### src/rtl/core/rpwf_pkg.sv
// Package for the rotated pixel write formatter.
// Holds shared constants, configuration and pipeline control types.
// No dependencies; every other file in rtl/core uses it.
`timescale 1ns / 1ps
`default_nettype none

package rpwf_pkg;

    localparam int COORD_BITS_DEF  = 12;
    localparam int OFFSET_BITS_DEF = 26;

    localparam int NUM_CHAN    = 3;
    localparam int CHAN_W      = 8;
    localparam int LAYOUT_W    = 8;
    localparam int LEN_W       = 4;
    localparam int MAXV_W      = 15;
    localparam int VM_W        = CHAN_W + MAXV_W;
    localparam int SCALED_W    = VM_W + 1;
    localparam int RECIP_W     = 25;
    localparam int RECIP_SHIFT = 32;
    localparam int WORD_W      = 16;
    localparam int DIM_W       = 13;
    localparam int BPP_W       = 6;
    localparam int ROT_W       = 2;
    localparam int BYTE_SHIFT  = 3;
    localparam int CFG_IDX_W   = 3;
    localparam int CFG_DATA_W  = 13;

    // Reciprocal of 255 scaled by 2^32, rounded up; exact for dividends below 2^24.
    localparam logic [RECIP_W-1:0] RECIP_255 = 25'd16843010;

    localparam logic [ROT_W-1:0]    ROT_RESET    = 2'd0;
    localparam logic [DIM_W-1:0]    WIDTH_RESET  = 13'd320;
    localparam logic [DIM_W-1:0]    HEIGHT_RESET = 13'd240;
    localparam logic [BPP_W-1:0]    BPP_RESET    = 6'd16;
    localparam logic [LAYOUT_W-1:0] RED_RESET    = 8'd91;
    localparam logic [LAYOUT_W-1:0] GREEN_RESET  = 8'd86;
    localparam logic [LAYOUT_W-1:0] BLUE_RESET   = 8'd5;

    typedef enum logic [CFG_IDX_W-1:0] {
        CFG_ROTATION     = 3'd0,
        CFG_LINE_WIDTH   = 3'd1,
        CFG_FRAME_HEIGHT = 3'd2,
        CFG_BPP          = 3'd3,
        CFG_RED_LAYOUT   = 3'd4,
        CFG_GREEN_LAYOUT = 3'd5,
        CFG_BLUE_LAYOUT  = 3'd6
    } t_cfg_idx;

    typedef enum logic [ROT_W-1:0] {
        ROT_NONE = 2'd0,
        ROT_90   = 2'd1,
        ROT_180  = 2'd2,
        ROT_270  = 2'd3
    } t_rot;

    typedef struct packed {
        logic [ROT_W-1:0]                   rotation_mode;
        logic [DIM_W-1:0]                   line_width;
        logic [DIM_W-1:0]                   frame_height;
        logic [BPP_W-1:0]                   pix_bits;
        logic [NUM_CHAN-1:0][LAYOUT_W-1:0]  layout;
    } t_cfg;

    typedef struct packed {
        logic en1;
        logic en2;
        logic en3;
        logic en4;
    } t_pipe_ctrl;

endpackage

`default_nettype wire

### src/rtl/core/rpwf_cfg_regs.sv
// Configuration register file of the rotated pixel write formatter.
// Decodes the write channel into the seven settings; depends on rpwf_pkg.
`timescale 1ns / 1ps
`default_nettype none

module rpwf_cfg_regs (
    input  wire logic                           i_clk,
    input  wire logic                           i_rst_n,
    input  wire logic                           i_cfg_valid,
    output logic                                o_cfg_ready,
    input  wire logic [rpwf_pkg::CFG_IDX_W-1:0] i_cfg_index,
    input  wire logic [rpwf_pkg::CFG_DATA_W-1:0] i_cfg_data,
    output rpwf_pkg::t_cfg                      o_cfg
);

    rpwf_pkg::t_cfg r_cfg;

    assign o_cfg_ready = 1'b1;
    assign o_cfg       = r_cfg;

    always_ff @(posedge i_clk) begin
        if (!i_rst_n) begin
            r_cfg.rotation_mode  <= rpwf_pkg::ROT_RESET;
            r_cfg.line_width     <= rpwf_pkg::WIDTH_RESET;
            r_cfg.frame_height   <= rpwf_pkg::HEIGHT_RESET;
            r_cfg.pix_bits       <= rpwf_pkg::BPP_RESET;
            r_cfg.layout[0]      <= rpwf_pkg::RED_RESET;
            r_cfg.layout[1]      <= rpwf_pkg::GREEN_RESET;
            r_cfg.layout[2]      <= rpwf_pkg::BLUE_RESET;
        end else if (i_cfg_valid) begin
            unique case (i_cfg_index)
                rpwf_pkg::CFG_ROTATION: begin
                    r_cfg.rotation_mode <= i_cfg_data[rpwf_pkg::ROT_W-1:0];
                end
                rpwf_pkg::CFG_LINE_WIDTH: begin
                    r_cfg.line_width <= i_cfg_data[rpwf_pkg::DIM_W-1:0];
                end
                rpwf_pkg::CFG_FRAME_HEIGHT: begin
                    r_cfg.frame_height <= i_cfg_data[rpwf_pkg::DIM_W-1:0];
                end
                rpwf_pkg::CFG_BPP: begin
                    r_cfg.pix_bits <= i_cfg_data[rpwf_pkg::BPP_W-1:0];
                end
                rpwf_pkg::CFG_RED_LAYOUT: begin
                    r_cfg.layout[0] <= i_cfg_data[rpwf_pkg::LAYOUT_W-1:0];
                end
                rpwf_pkg::CFG_GREEN_LAYOUT: begin
                    r_cfg.layout[1] <= i_cfg_data[rpwf_pkg::LAYOUT_W-1:0];
                end
                rpwf_pkg::CFG_BLUE_LAYOUT: begin
                    r_cfg.layout[2] <= i_cfg_data[rpwf_pkg::LAYOUT_W-1:0];
                end
                default: begin
                end
            endcase
        end
    end

endmodule

`default_nettype wire

### src/rtl/core/rpwf_chan_scale.sv
// One color channel lane: rescales an 8-bit value to its configured length
// with rounding and shifts it to its offset, over pipeline stages 1 to 3.
// Depends on rpwf_pkg for widths, the reciprocal constant and control type.
`timescale 1ns / 1ps
`default_nettype none

module rpwf_chan_scale (
    input  wire logic                              i_clk,
    input  wire rpwf_pkg::t_pipe_ctrl              i_ctrl,
    input  wire logic [rpwf_pkg::CHAN_W-1:0]       i_value,
    input  wire logic [rpwf_pkg::LAYOUT_W-1:0]     i_layout,
    output logic [rpwf_pkg::WORD_W-1:0]            o_field
);

    localparam int PROD_W = rpwf_pkg::SCALED_W + rpwf_pkg::RECIP_W;

    logic [rpwf_pkg::LEN_W-1:0]    len;
    logic [rpwf_pkg::LEN_W-1:0]    off;
    logic [rpwf_pkg::WORD_W-1:0]   maxv_full;
    logic [rpwf_pkg::MAXV_W-1:0]   maxv;
    logic [rpwf_pkg::VM_W-1:0]     n_vm;
    logic [rpwf_pkg::VM_W-1:0]     r_vm;
    logic [rpwf_pkg::SCALED_W-1:0] dividend;
    logic [PROD_W-1:0]             recip_prod;
    logic [rpwf_pkg::WORD_W-1:0]   n_quot;
    logic [rpwf_pkg::WORD_W-1:0]   r_quot;
    logic [rpwf_pkg::WORD_W:0]     rounded;
    logic [rpwf_pkg::WORD_W-1:0]   scaled;
    logic [rpwf_pkg::WORD_W-1:0]   n_field;
    logic [rpwf_pkg::WORD_W-1:0]   r_field;

    assign len       = i_layout[rpwf_pkg::LEN_W-1:0];
    assign off       = i_layout[rpwf_pkg::LAYOUT_W-1:rpwf_pkg::LEN_W];
    assign maxv_full = (rpwf_pkg::WORD_W'(1) << len) - rpwf_pkg::WORD_W'(1);
    assign maxv      = maxv_full[rpwf_pkg::MAXV_W-1:0];
    assign n_vm      = rpwf_pkg::VM_W'(i_value) * rpwf_pkg::VM_W'(maxv);

    assign dividend   = {r_vm, 1'b0};
    assign recip_prod = PROD_W'(dividend) * PROD_W'(rpwf_pkg::RECIP_255);
    assign n_quot     = recip_prod[rpwf_pkg::RECIP_SHIFT +: rpwf_pkg::WORD_W];

    assign rounded = (rpwf_pkg::WORD_W+1)'(r_quot) + (rpwf_pkg::WORD_W+1)'(1);
    assign scaled  = rounded[rpwf_pkg::WORD_W:1];
    assign n_field = scaled << off;

    always_ff @(posedge i_clk) begin
        if (i_ctrl.en1) begin
            r_vm <= n_vm;
        end
        if (i_ctrl.en2) begin
            r_quot <= n_quot;
        end
        if (i_ctrl.en3) begin
            r_field <= n_field;
        end
    end

    assign o_field = r_field;

endmodule

`default_nettype wire

### src/rtl/core/rpwf_offset_pipe.sv
// Byte offset datapath: rotation terms, line multiply, sum and bits-per-pixel
// multiply over pipeline stages 1 to 4. Depends on rpwf_pkg.
`timescale 1ns / 1ps
`default_nettype none

module rpwf_offset_pipe #(
    parameter int COORD_BITS  = rpwf_pkg::COORD_BITS_DEF,
    parameter int OFFSET_BITS = rpwf_pkg::OFFSET_BITS_DEF
) (
    input  wire logic                   i_clk,
    input  wire rpwf_pkg::t_pipe_ctrl   i_ctrl,
    input  wire rpwf_pkg::t_cfg         i_cfg,
    input  wire logic [COORD_BITS-1:0]  i_row,
    input  wire logic [COORD_BITS-1:0]  i_col,
    output logic [OFFSET_BITS-1:0]      o_byte_offset
);

    localparam int TERM_W = ((COORD_BITS > rpwf_pkg::DIM_W) ? COORD_BITS
                                                            : rpwf_pkg::DIM_W) + 1;
    localparam int PROD_W = TERM_W + rpwf_pkg::DIM_W + 1;
    localparam int PIX_W  = OFFSET_BITS + rpwf_pkg::BYTE_SHIFT;
    localparam int EXT_W  = (PROD_W > PIX_W) ? PROD_W : PIX_W;

    logic signed [TERM_W-1:0]          row_s;
    logic signed [TERM_W-1:0]          col_s;
    logic signed [TERM_W-1:0]          w_m1;
    logic signed [TERM_W-1:0]          h_m1;
    logic signed [TERM_W-1:0]          n_add;
    logic signed [TERM_W-1:0]          n_mul;
    logic signed [TERM_W-1:0]          r_add1;
    logic signed [TERM_W-1:0]          r_mul1;
    logic signed [rpwf_pkg::DIM_W:0]   w_s;
    logic signed [PROD_W-1:0]          n_prod;
    logic signed [PROD_W-1:0]          r_prod2;
    logic signed [TERM_W-1:0]          r_add2;
    logic signed [EXT_W-1:0]           sum_ext;
    logic [PIX_W-1:0]                  n_pix;
    logic [PIX_W-1:0]                  r_pix3;
    logic [PIX_W-1:0]                  n_bits;
    logic [OFFSET_BITS-1:0]            r_off4;

    assign row_s = TERM_W'(i_row);
    assign col_s = TERM_W'(i_col);
    assign w_m1  = TERM_W'(i_cfg.line_width) - TERM_W'(1);
    assign h_m1  = TERM_W'(i_cfg.frame_height) - TERM_W'(1);

    always_comb begin
        unique case (rpwf_pkg::t_rot'(i_cfg.rotation_mode))
            rpwf_pkg::ROT_NONE: begin
                n_add = col_s;
                n_mul = row_s;
            end
            rpwf_pkg::ROT_90: begin
                n_add = w_m1 - row_s;
                n_mul = col_s;
            end
            rpwf_pkg::ROT_180: begin
                n_add = w_m1 - col_s;
                n_mul = h_m1 - row_s;
            end
            rpwf_pkg::ROT_270: begin
                n_add = row_s;
                n_mul = h_m1 - col_s;
            end
            default: begin
                n_add = col_s;
                n_mul = row_s;
            end
        endcase
    end

    assign w_s    = $signed({1'b0, i_cfg.line_width});
    assign n_prod = r_mul1 * w_s;

    assign sum_ext = EXT_W'(r_prod2) + EXT_W'(r_add2);
    assign n_pix   = sum_ext[PIX_W-1:0];

    assign n_bits = r_pix3 * PIX_W'(i_cfg.pix_bits);

    always_ff @(posedge i_clk) begin
        if (i_ctrl.en1) begin
            r_add1 <= n_add;
            r_mul1 <= n_mul;
        end
        if (i_ctrl.en2) begin
            r_prod2 <= n_prod;
            r_add2  <= r_add1;
        end
        if (i_ctrl.en3) begin
            r_pix3 <= n_pix;
        end
        if (i_ctrl.en4) begin
            r_off4 <= n_bits[PIX_W-1:rpwf_pkg::BYTE_SHIFT];
        end
    end

    assign o_byte_offset = r_off4;

endmodule

`default_nettype wire

### src/rtl/core/rotated_pixel_write_formatter_unit.sv
// Rotated pixel write formatter: packs an RGB888 pixel into a 16-bit word and
// computes its rotated byte offset in frame memory.
// Usage:
//   Pixel writes enter on the input channel (i_in_valid / o_in_ready) with
//   row, column and 8-bit red, green and blue. Each accepted transfer gives
//   exactly one result transfer on the output channel (o_out_valid /
//   i_out_ready) carrying the byte offset and the packed pixel word.
//   o_out_valid rises once the transfer has passed the four register stages:
//   rotation terms and channel products, the line and reciprocal multiplies,
//   the offset sum and rounding, the bits-per-pixel multiply and word merge.
//   Throughput is one pixel per cycle while the receiver does not stall.
//   When it stalls, results stay in their stages; bubbles are filled first,
//   and o_in_ready drops only once all four stages hold data. Registers are
//   written on the configuration channel (always ready); the user must write
//   them only while no pixel is in flight, which the block does not enforce.
//   Reset empties the pipeline and loads the register defaults: no rotation,
//   320x240, 16 bits per pixel, red 11 bits at 5, green 6 at 5, blue 5 at 0.
// Depends on rpwf_pkg, rpwf_cfg_regs, rpwf_chan_scale and rpwf_offset_pipe.
`timescale 1ns / 1ps
`default_nettype none

module rotated_pixel_write_formatter_unit #(
    parameter int COORD_BITS  = rpwf_pkg::COORD_BITS_DEF,
    parameter int OFFSET_BITS = rpwf_pkg::OFFSET_BITS_DEF
) (
    input  wire logic                             i_clk,
    input  wire logic                             i_rst_n,
    input  wire logic                             i_in_valid,
    output logic                                  o_in_ready,
    input  wire logic [COORD_BITS-1:0]            i_row,
    input  wire logic [COORD_BITS-1:0]            i_col,
    input  wire logic [rpwf_pkg::CHAN_W-1:0]      i_red,
    input  wire logic [rpwf_pkg::CHAN_W-1:0]      i_green,
    input  wire logic [rpwf_pkg::CHAN_W-1:0]      i_blue,
    output logic                                  o_out_valid,
    input  wire logic                             i_out_ready,
    output logic [OFFSET_BITS-1:0]                o_byte_offset,
    output logic [rpwf_pkg::WORD_W-1:0]           o_pixel_word,
    input  wire logic                             i_cfg_valid,
    output logic                                  o_cfg_ready,
    input  wire logic [rpwf_pkg::CFG_IDX_W-1:0]   i_cfg_index,
    input  wire logic [rpwf_pkg::CFG_DATA_W-1:0]  i_cfg_data
);

    rpwf_pkg::t_cfg       cfg;
    rpwf_pkg::t_pipe_ctrl ctrl;

    logic r_v1;
    logic r_v2;
    logic r_v3;
    logic r_v4;

    logic [rpwf_pkg::NUM_CHAN-1:0][rpwf_pkg::CHAN_W-1:0] chan_in;
    logic [rpwf_pkg::NUM_CHAN-1:0][rpwf_pkg::WORD_W-1:0] chan_field;
    logic [rpwf_pkg::WORD_W-1:0]                         n_word;
    logic [rpwf_pkg::WORD_W-1:0]                         r_word;

    assign ctrl.en4 = !r_v4 || i_out_ready;
    assign ctrl.en3 = !r_v3 || ctrl.en4;
    assign ctrl.en2 = !r_v2 || ctrl.en3;
    assign ctrl.en1 = !r_v1 || ctrl.en2;

    assign o_in_ready  = ctrl.en1;
    assign o_out_valid = r_v4;

    always_ff @(posedge i_clk) begin
        if (!i_rst_n) begin
            r_v1 <= 1'b0;
            r_v2 <= 1'b0;
            r_v3 <= 1'b0;
            r_v4 <= 1'b0;
        end else begin
            if (ctrl.en1) begin
                r_v1 <= i_in_valid;
            end
            if (ctrl.en2) begin
                r_v2 <= r_v1;
            end
            if (ctrl.en3) begin
                r_v3 <= r_v2;
            end
            if (ctrl.en4) begin
                r_v4 <= r_v3;
            end
        end
    end

    rpwf_cfg_regs u_cfg_regs (
        .i_clk       (i_clk),
        .i_rst_n     (i_rst_n),
        .i_cfg_valid (i_cfg_valid),
        .o_cfg_ready (o_cfg_ready),
        .i_cfg_index (i_cfg_index),
        .i_cfg_data  (i_cfg_data),
        .o_cfg       (cfg)
    );

    rpwf_offset_pipe #(
        .COORD_BITS  (COORD_BITS),
        .OFFSET_BITS (OFFSET_BITS)
    ) u_offset_pipe (
        .i_clk         (i_clk),
        .i_ctrl        (ctrl),
        .i_cfg         (cfg),
        .i_row         (i_row),
        .i_col         (i_col),
        .o_byte_offset (o_byte_offset)
    );

    assign chan_in[0] = i_red;
    assign chan_in[1] = i_green;
    assign chan_in[2] = i_blue;

    for (genvar g = 0; g < rpwf_pkg::NUM_CHAN; g++) begin : g_chan
        rpwf_chan_scale u_chan_scale (
            .i_clk    (i_clk),
            .i_ctrl   (ctrl),
            .i_value  (chan_in[g]),
            .i_layout (cfg.layout[g]),
            .o_field  (chan_field[g])
        );
    end

    assign n_word = chan_field[0] | chan_field[1] | chan_field[2];

    always_ff @(posedge i_clk) begin
        if (ctrl.en4) begin
            r_word <= n_word;
        end
    end

    assign o_pixel_word = r_word;

    a_accept_enters: assert property (@(posedge i_clk) disable iff (!i_rst_n)
        (i_in_valid && o_in_ready) |=> r_v1)
        else $error("Accepted pixel did not enter the first stage.");

    a_ready_only_when_full: assert property (@(posedge i_clk) disable iff (!i_rst_n)
        !o_in_ready |-> (r_v1 && r_v2 && r_v3 && r_v4))
        else $error("Input stalled while the pipeline had a free stage.");

    a_stage3_held: assert property (@(posedge i_clk) disable iff (!i_rst_n)
        (r_v3 && !ctrl.en4) |=> r_v3)
        else $error("Pixel in stage three was lost during a stall.");

    a_no_repeat: assert property (@(posedge i_clk) disable iff (!i_rst_n)
        (r_v4 && i_out_ready && !r_v3) |=> !r_v4)
        else $error("Result shown again after its transfer.");

endmodule

`default_nettype wire

### config.mk
export PLATFORM = sky130hd
export DESIGN_NAME = rotated_pixel_write_formatter_unit
export DESIGN_NICKNAME = d
export VERILOG_FILES = /design/src/rtl/core/rpwf_pkg.sv /design/src/rtl/core/rpwf_cfg_regs.sv /design/src/rtl/core/rpwf_chan_scale.sv /design/src/rtl/core/rpwf_offset_pipe.sv /design/src/rtl/core/rotated_pixel_write_formatter_unit.sv
export SDC_FILE = /design/constraint.sdc
export NUM_CORES = 2
export LEC_CHECK = 0
export CORE_ASPECT_RATIO = 2
export CORE_MARGIN = 3
export CORE_UTILIZATION = 55
export DETAILED_ROUTE_END_ITERATION = 16
export DONT_BUFFER_PORTS = 1
export PLACE_DENSITY = 0.67
export SLEW_MARGIN = 20
export SYNTH_ARGS = -nofsm -noshare
export SYNTH_HDL_FRONTEND = slang
export SYNTH_SLANG_ARGS = --single-unit
### constraint.sdc
create_clock -name i_clk -period 10.05 [get_ports i_clk]
set_clock_uncertainty 0.15 [all_clocks]
set_input_delay 1.005 -clock i_clk [delete_from_list [all_inputs] [get_ports i_clk]]
set_output_delay 1.005 -clock i_clk [all_outputs]
set_load 0.01 [all_outputs]
* Yosys cells after proc, flatten, opt, wreduce, memory -nomap -nowiden
Index checks and enable logic that the tools add are counted.
Storage, ports and cells: bits in registers 368, input port bits 69, output and inout port bits 45
Operators by class: add/sub/neg operators 13, multipliers 8, equal/unequal tests 9, shift-type cells 6, multiplexer cells 2, bitwise operators 2, reductions and logical operators 17
Operators with widths (count):
- $mul A23 B24 Y46 const B | 3
- $pmux W14 S4 | 2
- $mul A8 B15 Y23 | 3
- $sub A14 B13 Y14 | 4
- $add A16 B1 Y17 const B | 3
- $shl A16 B4 Y16 | 3
- $shl A1 B4 Y15 const A | 3
- $sub A15 B2 Y15 const B | 3
- $or A16 B16 Y16 | 2
- $add A28 B14 Y29 | 1
- $mul A29 B6 Y29 | 1
- $mul A14 B14 Y28 | 1
- $sub A13 B1 Y14 const B | 2
- $reduce_and A2 Y1 | 7
- $eq A3 B3 Y1 const B | 3
- $eq A3 B2 Y1 const B | 2
- $eq A2 B2 Y1 const B | 2
- $logic_not A1 Y1 | 4
- $logic_or A1 B1 Y1 | 4
- $eq A3 B1 Y1 const B | 1
- $logic_not A3 Y1 | 1
- $eq A2 B1 Y1 const B | 1
- $logic_not A2 Y1 | 1

* Longest topological paths before layout
depth in word-level cells 5, depth in mapped cells 29

* Modules after synthesis
A second synthesis with hierarchy kept.
Second synthesis, totals: cell total of the unflattened synthesis 5269, area total of the unflattened synthesis 50216.9 µm²
By module, submodules not included:
- rpwf_offset_pipe | times used 1, cells an instance 2001, area an instance 19030.8 µm²
- rpwf_chan_scale (g_chan[0].u_chan_scale ...) | times used 2, cells an instance 988, area an instance 9301.4 µm²
- rpwf_chan_scale (g_chan[2].u_chan_scale) | times used 1, cells an instance 1017, area an instance 9494.1 µm²
- rpwf_cfg_regs | times used 1, cells an instance 226, area an instance 2344.7 µm²
- rotated_pixel_write_formatter_unit | times used 1, cells an instance 49, area an instance 744.5 µm²

* Worst setup path before layout
Ideal clock, no wire load.
path type reg2reg, start register u_cfg_regs.r_cfg (netlist bit u_cfg_regs.o_cfg[10]), end register g_chan[1].u_chan_scale.r_vm[22] (netlist bit) (data pin), library setup time 260 ps, data arrival time 6574 ps, data required time 9640 ps, slack 3067 ps, stages on the path, launching flop included 28, path buffers 3, cells stage by stage dfxtp_1 -> clkbuf_1 -> or2_2 -> clkbuf_1 -> or3_1 -> clkbuf_1 -> ha_1 -> or2_2 -> nor2_1 -> a21oi_1 -> o21ai_1 -> nand2_1 -> fa_1 -> inv_1 -> fa_1 -> fa_1 -> fa_1 -> ha_1 -> or2_2 -> o31a_1 -> and4_1 -> a21o_1 -> o211ai_1 -> o21ai_1 -> or4_1 -> a41o_1 -> a21oi_1 -> xnor2_1
Between the ends: cells in the longest elaborated chain, start to end 3
Ends and longest elaborated chain:
- start, declared | line rpwf_cfg_regs.sv:16 | rpwf_pkg::t_cfg r_cfg;
- $shl A1 B4 Y15 | line rpwf_chan_scale.sv:34 | assign maxv_full = (rpwf_pkg::WORD_W'(1) << len) - rpwf_pkg::WORD_W'(1);
- $sub A15 B2 Y15 | line rpwf_chan_scale.sv:34
- $mul A8 B15 Y23 | line rpwf_chan_scale.sv:36 | assign n_vm = rpwf_pkg::VM_W'(i_value) * rpwf_pkg::VM_W'(maxv);
- named net g_chan[1].u_chan_scale.n_vm, one bit | line rpwf_chan_scale.sv:21 | logic [rpwf_pkg::VM_W-1:0] n_vm;
- end signal, assigned | line rpwf_chan_scale.sv:48 | r_vm <= n_vm;
- end, declared | line rpwf_chan_scale.sv:22 | logic [rpwf_pkg::VM_W-1:0] r_vm;
The timed path passes the listed nets, and every way through them passes these cells. A chain may end at the register's enable or synchronous reset.

* Worst setup path after layout
Ends and elaborated chain as after synthesis.

==> out/results.txt <==
Status = completed
M2 GR Usage = 54.9%
# hold bufs at CTS = 0
Fin crit share = 80.5%
Crit-path max FO = 18
Row count = 154
Global-route wire length before repair = 199 mm
Setup Viol. Count Final = 0
Most used cell, CP = fa_1
Post-CTS Resized = 0
VDD IR max = 138 uV
Main area contributors after synthesis = fa_1 23%, edfxtp_1 19%, ha_1 17%
Vias in the first global route = 38,586
Commonest non-fill, non-tap cell in the layout = inv_1
RSZ-0062 raised after global routing = false
Critical path start-end classification = reg -> reg
Post-Syn Area = 48,900 um2
Post-Synth XOR/XNOR Area = 4.08%
Nets = 6,366
Max Freq = 0.124 GHz
Max_slew headroom = 23.7%
Non-Filler Instances = 6,279
Syn Inst Count = 5,195
Die W = 217 um
Mux cell area share after synthesis = 2.11%
Leakage = 25.1 nW
Initial Util = 55.5%
Total power = 10.5 mW
Gr usage total = 27.3%
Ys async rst share = 0%
Synth Warn # = 0
Clock buffer depth = 3
PortBufs = 0
Clock buffer count from CTS = 39
Post-synth top area cell = fa_1
Global route hottest layer = met2
Worst path arrival time = 8270 ps
Largest family of logic cells by synthesized area = adder cells
Register area = 10,400 um2
Worst-Margin Slew = 1140 ps
Layout cells sized above 1 = 2.84%
Remaining DRCs = 0
Critical path launch point type = flip-flop
Vias/cell = 5.69
Share of Yosys cell area claimed by the top area cell type = 22.9%
Final TNS setup = 0 ps
CTS tree = yes
Post-CTS Setup Inserts = 0
Fin. Hold Viols = 0
Critical-path top delay cell = o21ai_1
Core Region = 88,100 um2
Gpl congestion = 0.931
Worst setup EP type = flip-flop
Post-synthesis sequential element count = 368
CP Data Required Time = 10,230 ps
DR vias = 35,738
CTS Root Cell = clkbuf_16
Dpl cells = 6,206
Syn Area/Cell = 9.41 um2
First-pass DRT Iterations = 5
H-tree Lvls = 2
Gr ovfl total = 0
Detailed placement HPWL = 104 mm
Initial antenna violation count = 2
Syn Nets = 6,484
WL/cell = 20.0 um
Hold Slack = 269 ps
Tmin final = 8090 ps
FILL cells = 7,816
PD cells = 206 nW/um2
Drt total wl = 125 mm
# IOs = 114
Synth Area in Simple Gates = 15.6%
Post-Synth Adder-Cell Area = 39.8%
Sequential cell area fraction in the yosys report = 21.3%
Compound-Gate Fraction of Synth Area = 9.44%
Synth Flop Type = edfxtp_1
M1 GR Usage = 25.3%
Largest net degree at the start of global routing = 78
Die area = 92,700 um2
Met3 usage in global routing = 4.20%
Worst Hold Class = reg -> reg
Worst skew pair latency = 610 ps
Clk sink count = 368
Die height = 428 um
Area growth syn-to-layout = 4.52%
Worst-path clk slew = 70 ps
Max-cap viol count = 0
Multi-input logic area = 34,800 um2
Max Slew Vio Count = 0
Commonest non-fill, non-tap cells in the layout = 818 x inv_1, 660 x ha_1, 596 x nand2_1
Initial DRC count = 1,762
Synth unique cells = 80
Post-synth EDFFs = 306
Crit path cell chain = or2_2 -> or3_1 -> ha_1 -> or2_2 -> nor2_1 -> mux2i_1 -> o21ai_1 -> nand2_1 -> fa_1 -> inv_1 -> fa_1 -> fa_1 -> fa_1 -> ha_1 -> or2_2 -> o31a_1 -> and4_1 -> a21o_1 -> o211ai_1 -> o21ai_1 -> or4_1 -> a41o_1 -> a21oi_1 -> xnor2_1
Max stage delay on crit path = 570 ps
Post-DRT Antenna Nets = 0
-- flip-flops by register name (all words and copies together) (netlist names), 14 cells and up --
name                         count
u_offset_pipe.r_prod2           28
u_offset_pipe.r_pix3            29
u_offset_pipe.r_mul1            14
u_offset_pipe.o_byte_offset     26
o_pixel_word                    16
g_chan.u_chan_scale.r_quot      48
u_offset_pipe.r_add1            14
g_chan.u_chan_scale.r_vm        69
u_offset_pipe.r_add2            14
g_chan.u_chan_scale.o_field     48
u_cfg_regs.o_cfg                58
-- routing by layer --
layer  vias up  share of wire (%)  wire length [um]
li1      16897                  -                 -
met1     17645                 32             40400
met2       794                 56             70700
met3       402                4.3              5340
met4         0                7.1              8840
met5         -                  0                 0
-- power by group --
group | total (mW) | switching, mW | internal [mW]
sequential | 2.80 | 0.500 | 2.30
combinational | 6.28 | 3.48 | 2.79
clock | 1.46 | 0.671 | 0.794
total | 10.5 | 4.65 | 5.89
-- area by class of cell --
type,instances,share of cell area [%]
clock inverters,22,0.416
inverters,820,6.02
well taps,1170,2.86
flip-flops and latches,368,20.4
diodes,3,0.0147
repair buffers,18,0.264
multi-input cells,3830,68.0
clock buffers,48,2.01
-- cell families after synthesis --
logic type / Yosys count
AND/OR/NAND/NOR: 1566
other: 1
XOR/XNOR: 228
AO/OA/AOI/OAI: 719
flip-flops: 368
multiplexers: 96
adder cells (fa/ha/maj): 1220
buffers and inverters: 997
-- critical path, delay by kind of cell, from the launching register on --
kind                       cells  cell delay (ps)
buffers and inverters          1               60
DFF                            1              480
adders and majority gates      6             2640
AOI/OAI and AO/OA              7             1770
xor gates and xnor gates       1               70
and+or+nand+nor                8             2560
muxes                          1               90
-- per-stage QoR --
stage,setup WS [ps],utilization [%],cell area (um2)
final,1960,58.0,51100
after global routing,1510,58.0,51100
after detailed placement,2040,56.6,49900
after global placement,2180,56.6,49800
after floorplan,3070,-,48900
after CTS,2010,58.0,51100
-- worst paths after layout --
check	start	endpoint	slack [ps]	cells past startpoint
worst max register to register	u_cfg_regs.o_cfg[10]	g_chan[1].u_chan_scale.r_vm[22]	1960	24
worst min-delay path	u_offset_pipe.r_add1[10]	u_offset_pipe.r_add2[10]	270	0
worst max-delay path	u_cfg_regs.o_cfg[10]	g_chan[1].u_chan_scale.r_vm[22]	1960	24
worst min register to register	u_offset_pipe.r_add1[10]	u_offset_pipe.r_add2[10]	270	0
-- synth_stat cells, types with 55 or more instances --
| cell type | number |
|---|---|
| a21o_1 | 55 |
| a21oi_1 | 233 |
| and2_1 | 229 |
| clkbuf_1 | 161 |
| dfxtp_1 | 62 |
| edfxtp_1 | 306 |
| fa_1 | 559 |
| ha_1 | 661 |
| inv_1 | 820 |
| mux2i_1 | 76 |
| nand2_1 | 598 |
| nand3_1 | 79 |
| nor2_1 | 228 |
| nor2b_1 | 149 |
| nor3_1 | 61 |
| o21ai_0 | 123 |
| xnor2_1 | 152 |
| xor2_1 | 76 |
(Power assumes the default switching activity.)
